File: src/rtl/core/crcbp_pkg.sv
`timescale 1ns / 1ps

package crcbp_pkg;

  localparam logic [31:0] CRC_POLY = 32'hEDB88320;
  localparam logic [31:0] CRC_INIT = 32'hFFFFFFFF;

  localparam logic [7:0]  SIG_FIRST_RST  = 8'd96;
  localparam logic [7:0]  SIG_SECOND_RST = 8'd234;
  localparam logic [15:0] MAX_LEN_RST    = 16'd2600;

  // configuration register indexes
  localparam logic [1:0] CFG_SIG_FIRST  = 2'd0;
  localparam logic [1:0] CFG_SIG_SECOND = 2'd1;
  localparam logic [1:0] CFG_MAX_LEN    = 2'd2;

  typedef enum logic [2:0] {
    EV_DATA   = 3'd0,
    EV_OK     = 3'd1,
    EV_END    = 3'd2,
    EV_BADSIG = 3'd3,
    EV_BADCRC = 3'd4,
    EV_TRUNC  = 3'd5,
    EV_BADLEN = 3'd6
  } ev_t;

  typedef enum logic [11:0] {
    PH_SIG1     = 12'b0000_0000_0001,
    PH_SIG2_OK  = 12'b0000_0000_0010,
    PH_SIG2_BAD = 12'b0000_0000_0100,
    PH_HUNT1    = 12'b0000_0000_1000,
    PH_HUNT2    = 12'b0000_0001_0000,
    PH_LEN_LO   = 12'b0000_0010_0000,
    PH_LEN_HI   = 12'b0000_0100_0000,
    PH_DATA     = 12'b0000_1000_0000,
    PH_CRC0     = 12'b0001_0000_0000,
    PH_CRC1     = 12'b0010_0000_0000,
    PH_CRC2     = 12'b0100_0000_0000,
    PH_CRC3     = 12'b1000_0000_0000
  } phase_t;

  typedef struct packed {
    logic [7:0]  sig_first;
    logic [7:0]  sig_second;
    logic [15:0] max_len;
  } cfg_t;

  typedef struct packed {
    logic        valid;
    ev_t         ev;
    logic [7:0]  data;
    logic [15:0] len;
    logic        is_main;
  } res_t;

endpackage

File: src/rtl/core/crcbp_crc.sv
`timescale 1ns / 1ps

// Reflected CRC-32, one byte per call, bit steps unrolled.
module crcbp_crc import crcbp_pkg::*; (
  input  logic [31:0] crc_in,
  input  logic [7:0]  data_in,
  output logic [31:0] crc_out
);

  always_comb begin
    logic [31:0] c;
    c = crc_in ^ {24'd0, data_in};
    for (int i = 0; i < 8; i++) begin
      c = c[0] ? ((c >> 1) ^ CRC_POLY) : (c >> 1);
    end
    crc_out = c;
  end

endmodule

File: src/rtl/core/crcbp_fsm.sv
`timescale 1ns / 1ps

module crcbp_fsm import crcbp_pkg::*; (
  input  logic       clk,
  input  logic       rst_n,
  input  logic       accept,
  input  logic [7:0] byte_in,
  input  logic       done_in,
  input  cfg_t       cfg,
  output res_t       res
);

  phase_t      phase_r,  phase_nxt;
  logic [15:0] len_r,    len_nxt;
  logic [15:0] cnt_r,    cnt_nxt;
  logic [31:0] crc_r,    crc_nxt;
  logic [23:0] rcv_r,    rcv_nxt;   // top CRC byte is compared as it arrives
  logic        main_r,   main_nxt;

  logic [31:0] crc_upd;
  logic [15:0] len_full;
  logic [15:0] cnt_inc;

  crcbp_crc u_crc (
    .crc_in  (crc_r),
    .data_in (byte_in),
    .crc_out (crc_upd)
  );

  assign len_full = {byte_in, len_r[7:0]};
  assign cnt_inc  = cnt_r + 16'd1;

  always_comb begin
    phase_nxt   = phase_r;
    len_nxt     = len_r;
    cnt_nxt     = cnt_r;
    crc_nxt     = crc_r;
    rcv_nxt     = rcv_r;
    main_nxt    = main_r;
    res.valid   = 1'b0;
    res.ev      = EV_DATA;
    res.data    = 8'd0;
    res.len     = len_r;
    res.is_main = main_r;

    if (done_in) begin
      if (phase_r != PH_SIG1 && phase_r != PH_HUNT1 && phase_r != PH_HUNT2) begin
        res.valid = 1'b1;
        res.ev    = EV_TRUNC;
      end
      phase_nxt = PH_SIG1;
      len_nxt   = 16'd0;
      cnt_nxt   = 16'd0;
      crc_nxt   = CRC_INIT;
      rcv_nxt   = 24'd0;
      main_nxt  = 1'b1;
    end else begin
      case (phase_r)
        PH_SIG1: begin
          phase_nxt = (byte_in == cfg.sig_first) ? PH_SIG2_OK : PH_SIG2_BAD;
        end
        PH_SIG2_OK, PH_SIG2_BAD: begin
          if (phase_r == PH_SIG2_OK && byte_in == cfg.sig_second) begin
            phase_nxt = PH_LEN_LO;
          end else begin
            res.valid = 1'b1;
            res.ev    = EV_BADSIG;
            phase_nxt = PH_HUNT1;
            len_nxt   = 16'd0;
            cnt_nxt   = 16'd0;
            crc_nxt   = CRC_INIT;
            rcv_nxt   = 24'd0;
            main_nxt  = 1'b1;
          end
        end
        PH_HUNT1: begin
          if (byte_in == cfg.sig_first) phase_nxt = PH_HUNT2;
        end
        PH_HUNT2: begin
          if (byte_in == cfg.sig_second) begin
            phase_nxt = PH_LEN_LO;
          end else if (byte_in != cfg.sig_first) begin
            phase_nxt = PH_HUNT1;
          end
        end
        PH_LEN_LO: begin
          len_nxt   = {8'd0, byte_in};
          phase_nxt = PH_LEN_HI;
        end
        PH_LEN_HI: begin
          res.len = len_full;
          if (len_full == 16'd0 || len_full > cfg.max_len) begin
            res.valid = 1'b1;
            // zero length closes a group only after the main block
            if (len_full == 16'd0 && !main_r) begin
              res.ev    = EV_END;
              phase_nxt = PH_SIG1;
            end else begin
              res.ev    = EV_BADLEN;
              phase_nxt = PH_HUNT1;
            end
            len_nxt  = 16'd0;
            cnt_nxt  = 16'd0;
            crc_nxt  = CRC_INIT;
            rcv_nxt  = 24'd0;
            main_nxt = 1'b1;
          end else begin
            len_nxt   = len_full;
            cnt_nxt   = 16'd0;
            crc_nxt   = CRC_INIT;
            phase_nxt = PH_DATA;
          end
        end
        PH_DATA: begin
          crc_nxt   = crc_upd;
          cnt_nxt   = cnt_inc;
          res.valid = 1'b1;
          res.ev    = EV_DATA;
          res.data  = byte_in;
          if (cnt_inc >= len_r) phase_nxt = PH_CRC0;
        end
        PH_CRC0: begin
          rcv_nxt   = {16'd0, byte_in};
          phase_nxt = PH_CRC1;
        end
        PH_CRC1: begin
          rcv_nxt   = {8'd0, byte_in, rcv_r[7:0]};
          phase_nxt = PH_CRC2;
        end
        PH_CRC2: begin
          rcv_nxt   = {byte_in, rcv_r[15:0]};
          phase_nxt = PH_CRC3;
        end
        PH_CRC3: begin
          res.valid = 1'b1;
          len_nxt   = 16'd0;
          cnt_nxt   = 16'd0;
          crc_nxt   = CRC_INIT;
          rcv_nxt   = 24'd0;
          if (~crc_r == {byte_in, rcv_r}) begin
            res.ev    = EV_OK;
            main_nxt  = 1'b0;
            phase_nxt = PH_LEN_LO;
          end else begin
            res.ev    = EV_BADCRC;
            main_nxt  = 1'b1;
            phase_nxt = PH_HUNT1;
          end
        end
        default: begin
          phase_nxt = PH_HUNT1;
          len_nxt   = 16'd0;
          cnt_nxt   = 16'd0;
          crc_nxt   = CRC_INIT;
          rcv_nxt   = 24'd0;
          main_nxt  = 1'b1;
        end
      endcase
    end
  end

  always_ff @(posedge clk) begin
    if (!rst_n) begin
      phase_r <= PH_SIG1;
      len_r   <= 16'd0;
      cnt_r   <= 16'd0;
      crc_r   <= CRC_INIT;
      rcv_r   <= 24'd0;
      main_r  <= 1'b1;
    end else if (accept) begin
      phase_r <= phase_nxt;
      len_r   <= len_nxt;
      cnt_r   <= cnt_nxt;
      crc_r   <= crc_nxt;
      rcv_r   <= rcv_nxt;
      main_r  <= main_nxt;
    end
  end

endmodule

File: src/rtl/core/crcbp_outreg.sv
`timescale 1ns / 1ps

// Result register; refills in the same cycle the held result is taken.
module crcbp_outreg import crcbp_pkg::*; (
  input  logic clk,
  input  logic rst_n,
  input  res_t res_in,
  output logic in_ready,
  input  logic in_accept,
  input  logic out_ready,
  output res_t res_out
);

  logic valid_r, valid_nxt;
  res_t pay_r;

  assign in_ready = !valid_r || out_ready;

  always_comb begin
    valid_nxt = valid_r;
    if (in_accept) begin
      valid_nxt = res_in.valid;
    end else if (out_ready) begin
      valid_nxt = 1'b0;
    end
  end

  always_ff @(posedge clk) begin
    if (!rst_n) begin
      valid_r <= 1'b0;
    end else begin
      valid_r <= valid_nxt;
    end
  end

  always_ff @(posedge clk) begin
    if (in_accept && res_in.valid) begin
      pay_r <= res_in;
    end
  end

  always_comb begin
    res_out       = pay_r;
    res_out.valid = valid_r;
  end

endmodule

File: src/rtl/core/crc_checked_header_block_parser.sv
// Latency: a result appears on out_* the cycle after its byte transaction.
// Throughput: one byte per cycle while out_ready is high; the CRC-32 byte update is
//   a combinational unrolled step and the result register refills as it is drained.
// Reset: rst_n synchronous, active low; parser waits for first signature
//   byte, config registers return to their defaults, result register empties.
`timescale 1ns / 1ps

module crc_checked_header_block_parser import crcbp_pkg::*; (
  input  logic        clk,
  input  logic        rst_n,
  // byte stream in
  input  logic        in_valid,
  output logic        in_ready,
  input  logic [7:0]  in_byte_value,
  input  logic        in_stream_done,
  // events out
  output logic        out_valid,
  input  logic        out_ready,
  output logic [2:0]  out_event_res,
  output logic [7:0]  out_data_byte,
  output logic [15:0] out_block_length,
  output logic        out_is_main_block,
  // configuration writes
  input  logic        cfg_we,
  input  logic [1:0]  cfg_index,
  input  logic [15:0] cfg_wdata
);

  cfg_t cfg_r;
  res_t res_comb;
  res_t res_q;
  logic accept;

  // A transaction is taken whenever the result register is free or being
  // emptied this cycle, so bytes flow every cycle with out_ready high.
  assign accept = in_valid && in_ready;

  // Configuration registers; an unknown index is dropped.
  always_ff @(posedge clk) begin
    if (!rst_n) begin
      cfg_r.sig_first  <= SIG_FIRST_RST;
      cfg_r.sig_second <= SIG_SECOND_RST;
      cfg_r.max_len    <= MAX_LEN_RST;
    end else if (cfg_we) begin
      case (cfg_index)
        CFG_SIG_FIRST:  cfg_r.sig_first  <= cfg_wdata[7:0];
        CFG_SIG_SECOND: cfg_r.sig_second <= cfg_wdata[7:0];
        CFG_MAX_LEN:    cfg_r.max_len    <= cfg_wdata;
        default: ;
      endcase
    end
  end

  // Parser state and per-byte decision logic.
  crcbp_fsm u_fsm (
    .clk     (clk),
    .rst_n   (rst_n),
    .accept  (accept),
    .byte_in (in_byte_value),
    .done_in (in_stream_done),
    .cfg     (cfg_r),
    .res     (res_comb)
  );

  // Result register between the parser and the output channel.
  crcbp_outreg u_out (
    .clk       (clk),
    .rst_n     (rst_n),
    .res_in    (res_comb),
    .in_ready  (in_ready),
    .in_accept (accept),
    .out_ready (out_ready),
    .res_out   (res_q)
  );

  assign out_valid         = res_q.valid;
  assign out_event_res     = res_q.ev;
  assign out_data_byte     = res_q.data;
  assign out_block_length  = res_q.len;
  assign out_is_main_block = res_q.is_main;

  // Stalling on input only happens while a result is held.
  a_ready_stall: assert property (@(posedge clk) disable iff (!rst_n)
    !in_ready |-> out_valid)
    else $error("in_ready low with no result held");

  // End of stream can only produce a truncation transaction.
  a_done_trunc: assert property (@(posedge clk) disable iff (!rst_n)
    (in_valid && in_ready && in_stream_done) |=>
      (!out_valid || out_event_res == EV_TRUNC))
    else $error("stream end produced a non-truncation event");

  // Data bytes only come from a block with nonzero length.
  a_data_len: assert property (@(posedge clk) disable iff (!rst_n)
    (out_valid && out_event_res == EV_DATA) |-> (out_block_length != 16'd0))
    else $error("data byte with zero block length");

  // Non-data events carry a zero data byte.
  a_data_zero: assert property (@(posedge clk) disable iff (!rst_n)
    (out_valid && out_event_res != EV_DATA) |-> (out_data_byte == 8'd0))
    else $error("nonzero data byte on a status event");

endmodule

File: config.mk
export PLATFORM = sky130hd
export DESIGN_NAME = crc_checked_header_block_parser
export DESIGN_NICKNAME = d
export VERILOG_FILES = /design/src/rtl/core/crcbp_pkg.sv /design/src/rtl/core/crcbp_crc.sv /design/src/rtl/core/crcbp_fsm.sv /design/src/rtl/core/crcbp_outreg.sv /design/src/rtl/core/crc_checked_header_block_parser.sv
export SDC_FILE = /design/constraint.sdc
export NUM_CORES = 1
export LEC_CHECK = 0
export BUFFER_PORTS_ARGS = -buffer_cell sky130_fd_sc_hd__buf_2
export CORE_MARGIN = 1.5
export CORE_UTILIZATION = 55
export DETAILED_ROUTE_END_ITERATION = 10
export PLACE_DENSITY_LB_ADDON = 0.25
export SLEW_MARGIN = 20
export SYNTH_ARGS = -nofsm -noshare
export SYNTH_HDL_FRONTEND = slang
export SYNTH_SLANG_ARGS = --single-unit
File: constraint.sdc
create_clock -name clk -period 4.07 [get_ports clk]
set_input_delay 0.2035 -clock clk [delete_from_list [all_inputs] [get_ports clk]]
set_output_delay 0.2035 -clock clk [all_outputs]
set_load 0.1 [all_outputs]
==> flow_metrics.py <==
metrics = {
    "grt": {
        "grt_use_total_pct": 30.51,
        "globalRouteOverflowTotal": 0,
        "grt_max_degree": 64,
        "grt_pass1_wl_um": 41410,
        "first_global_vias": 7449,
        "antenna_found_initial": 1,
    },
    "synthesis": {
        "synth_area_sq_um": 9180,
        "synth_ff_type": "dfxtp_1",
        "synth_fp_nets": 1144,
        "synth_area_leader_cell": "dfxtp_1",
        "synth_edf_count": 28,
        "syn_area_per_cell_sq_um": 8.508,
        "synth_top_cell_area_share_pct": 29.22,
        "synth_fa_ha_area_share_pct": 4.498,
        "synth_top_family_by_area": "simple AND/OR/NAND/NOR gates",
        "synth_compound_area_share_pct": 12.72,
        "synthTopCellsByArea": "dfxtp_1 (29%), edfxtp_1 (9.2%), xnor2_1 (6.2%)",
        "synthXorXnorAreaFrac_pct": 14.22,
        "yosys.area_share.simple_pct": 22.57,
        "syn_inst": 1079,
        "muxShareOfSynthArea_pct": 2.726,
        "yosys_warnings": 0,
        "synth_seq_cells": 162,
        "seq_area_frac_synth_pct": 38.38,
        "synth.distinct_cells": 70,
        "async_reset_ff_share_pct": 0,
    },
    "pwr": {
        "peakVddDrop_uv": 349.9,
        "p_leak_nw": 3.714,
        "power.density_nw_per_um2": 381.4,
        "power.total_mw": 3.932,
    },
    "clock_network": {
        "cts_buffer_depth": 2,
        "cts_tree": "built",
        "cts_sinks": 162,
        "cts_root_buf": "clkbuf_16",
        "cts_made_buffers": 17,
        "htree_levels": 4,
        "clk_pin_slew_worst_paths_ns": 0.07,
        "cts_setup_buffers": 0,
        "insertion_delay_ns": 0.43,
    },
    "setup_path": {
        "crit_path_end_kind": "flop",
        "cpPeakStageDelay_ns": 0.51,
        "arrival_ns": 3.98,
        "critPathLaunchType": "flop",
        "ff2ff_setup_slack_ns": 0.45,
        "worstPathRequired_ns": 4.43,
        "cp_max_fo": 9,
        "rr_endpoint": "u_fsm.phase_r[1]",
        "reg2reg_from": "u_fsm.cnt_r[0]",
        "reg2reg_depth": 14,
        "cpMaxStageDelayCell": "or4_1",
        "cp_cell_sequence": "ha_1, nand3_1, nor3_1, and4_1, nand3_1, xnor2_1, ha_1, nand4_1, nor2_1, o2111ai_1, o32ai_1, o21ai_2, or4_1, a21oi_1",
        "criticalPathCategory": "reg -> reg",
    },
    "floorplan": {
        "dieArea_sq_um": 17480,
        "rows": 47,
        "ios": 62,
        "core_area_sq_um": 16470,
        "initial_utilization_pct": 55.75,
        "fp.dieW_um": 132.2,
        "die-height_um": 132.2,
    },
    "outcome": {
        "status": "completed",
    },
    "place": {
        "place_congestion": 0.8974,
        "place_hpwl_um": 18120,
        "dpl_cell_area_sq_um": 9697,
        "io_buffers": 61,
    },
    "sta": {
        "timing_hold_violations_final": 0,
        "setup_tns_ns": 0,
        "rsz0062_at_grt": "false",
        "min_period_over_period_pct": 88.87,
        "finClkSkew_ns": 0.006991,
        "finalSetupViolations": 0,
        "min_period_ns": 3.617,
        "worst_pin_slew_ns": 1.088,
        "drv_slew": 0,
        "relSlewSlack_pct": 27.46,
        "max_clock_freq_mhz": 276.5,
    },
    "flow_run": {
        "maxCapViolCount": 0,
    },
    "cells_and_area": {
        "final_nets": 1184,
        "stdcell_area_sq_um": 10310,
        "area_growth_pct": 12.32,
        "drive_above_1_share_pct": 13.34,
    },
    "routing": {
        "vias": 8162,
        "drt_iter0_drc": 951,
        "ant_nets": 0,
        "wl_um": 26390,
        "wl_per_cell_um": 19.51,
        "first_pass_iters": 9,
        "vias_per_cell": 6.033,
        "route.detailed.drc": 0,
    },
    "min_path": {
        "min_path_type": "in -> reg",
        "whs_path_depth": 3,
        "hold_end": "cfg_r[13]",
        "hold_start": "cfg_wdata[13]",
    },
}
[area by class of cell]
class,count,area (sq um)
clock inverter,15,170.2
timing repair buffer,90,538.0
clock buffer,17,425.4
sequential,162,3523
tap,220,275.3
multi-input combinational,810,5234
fill,1409,6155
inverter,38,142.6
antenna,1,2.502
[through the flow]
step	util [%]	cells	setup WS (ns)	hold WS [ns]
after floorplan	-	1079	0.6370	0.3275
after global placement	58.89	1319	0.5630	0.4393
after detailed placement	58.89	1319	0.4091	0.4446
after CTS	62.57	1352	0.3963	0.01385
after global routing	62.62	1353	0.03973	0.01628
final	62.62	1353	0.4530	0.02630
[cell usage after synthesis (3+ instances only)]
master and n:
xnor2_2 6, edfxtp_1 28, buf_1 3, nor3_1 32
nand3_1 48, and4_1 3, a211o_1 3, a21oi_1 81
nand4b_1 9, ha_1 33, nor2b_1 5, or4_1 21
inv_1 37, xnor2_1 65, o21ai_1 7, nor3b_1 3
nor3_2 3, nand2b_1 5, nand2_1 134, xor2_1 62
clkbuf_1 41, and2_1 4, o21a_1 10, or3_1 5
nand4_1 18, mux2i_1 25, a31oi_1 5, nor2_1 76
nor4b_1 4, buf_2 20, nor4_1 19, buf_4 4
o211ai_1 5, o21ai_0 74, dfxtp_1 134, and3_1 6
[how the worst max path moves through the flow]
stage                   startpoint          endpoint  slack [ns]  depth (start not counted)
floorplan                cfg_r[15]  u_out.res_out[0]        0.64                          9
global placement    u_fsm.cnt_r[0]  u_fsm.phase_r[1]        0.56                         14
detailed placement  u_fsm.cnt_r[0]  u_fsm.phase_r[1]        0.41                         14
CTS                 u_fsm.cnt_r[0]  u_fsm.phase_r[1]        0.40                         14
global route        u_fsm.cnt_r[2]  u_fsm.phase_r[1]        0.04                         14
finish              u_fsm.cnt_r[0]  u_fsm.phase_r[1]        0.45                         14
[layout by cell type, fill, tap and decap left out, types with 4 or more instances in the layout]
| cell | instances |
|---|---|
| xnor2_1 | 65 |
| dfxtp_1 | 134 |
| nand3_1 | 48 |
| o21ai_0 | 74 |
| ha_1 | 33 |
| buf_2 | 61 |
| or4_1 | 21 |
| edfxtp_1 | 28 |
| o211ai_1 | 5 |
| inv_6 | 5 |
| a31oi_1 | 5 |
| o21a_1 | 9 |
| nor4_1 | 19 |
| nand4_1 | 18 |
| nor2b_1 | 5 |
| inv_1 | 36 |
| clkinvlp_4 | 4 |
| or3_1 | 5 |
| nor3_1 | 32 |
| xor2_1 | 62 |
| clkbuf_16 | 17 |
| a21oi_1 | 81 |
| and2_1 | 4 |
| nand2b_1 | 5 |
| nand2_1 | 134 |
| and3_1 | 6 |
| xnor2_2 | 6 |
| o21ai_1 | 5 |
| mux2i_1 | 25 |
| nor2_1 | 75 |
| buf_4 | 27 |
| nand4b_1 | 9 |
[critical path: cells and delay by family (launching register included)]
family,cells,cell delay [ns]
DFF,1,0.41
and+or+nand+nor,7,1.69
xor gates and xnor gates,1,0.16
adders and majority gates,2,0.56
AOI/OAI and AO/OA,4,0.73
[kinds of logic (layout without fill, tap and decap cells)]
kind of cell    Yosys count  after routing
simple gates            409            409
compound gates          206            206
flops                   162            162
xor+xnor                137            137
buf+inv                 107            160
fa+ha+maj                33             33
mux                      25             25
other cells               0              1
[metal layers]
layer | up-vias | part of all wire (%) | GRT usage [%] | routed length (um)
li1 | 3858 | - | - | -
met1 | 3856 | 43 | 41.88 | 11360
met2 | 392 | 46 | 48.52 | 12190
met3 | 56 | 8.2 | 5.306 | 2159
met4 | 0 | 2.6 | 10.99 | 682
met5 | - | 0 | 0 | 0
[repair_timing]
item	CTS	global route
endpoints found under the hold margin	1	0
setup endpoints to repair	0	4
gates resized for setup	0	3
hold buffers	1	0
[registers in the layout, summed over array words and instances (netlist names)]
register,cells
u_fsm.crc_r,32
u_fsm.cnt_r,16
u_fsm.phase_r,12
cfg_r,32
u_fsm.len_r,16
u_fsm.main_r,1
u_out.res_out,28
u_out.valid_r,1
u_fsm.rcv_r,24
[report_power, final]
| group | internal, mW | total (mW) | leakage [nW] | switching [mW] |
|---|---|---|---|---|
| Clock | 0.921 | 1.64 | 0.281 | 0.722 |
| Combinational | 0.206 | 0.614 | 2.09 | 0.408 |
| Sequential | 1.66 | 1.67 | 1.34 | 0.0183 |
(Power assumes the default switching activity.)
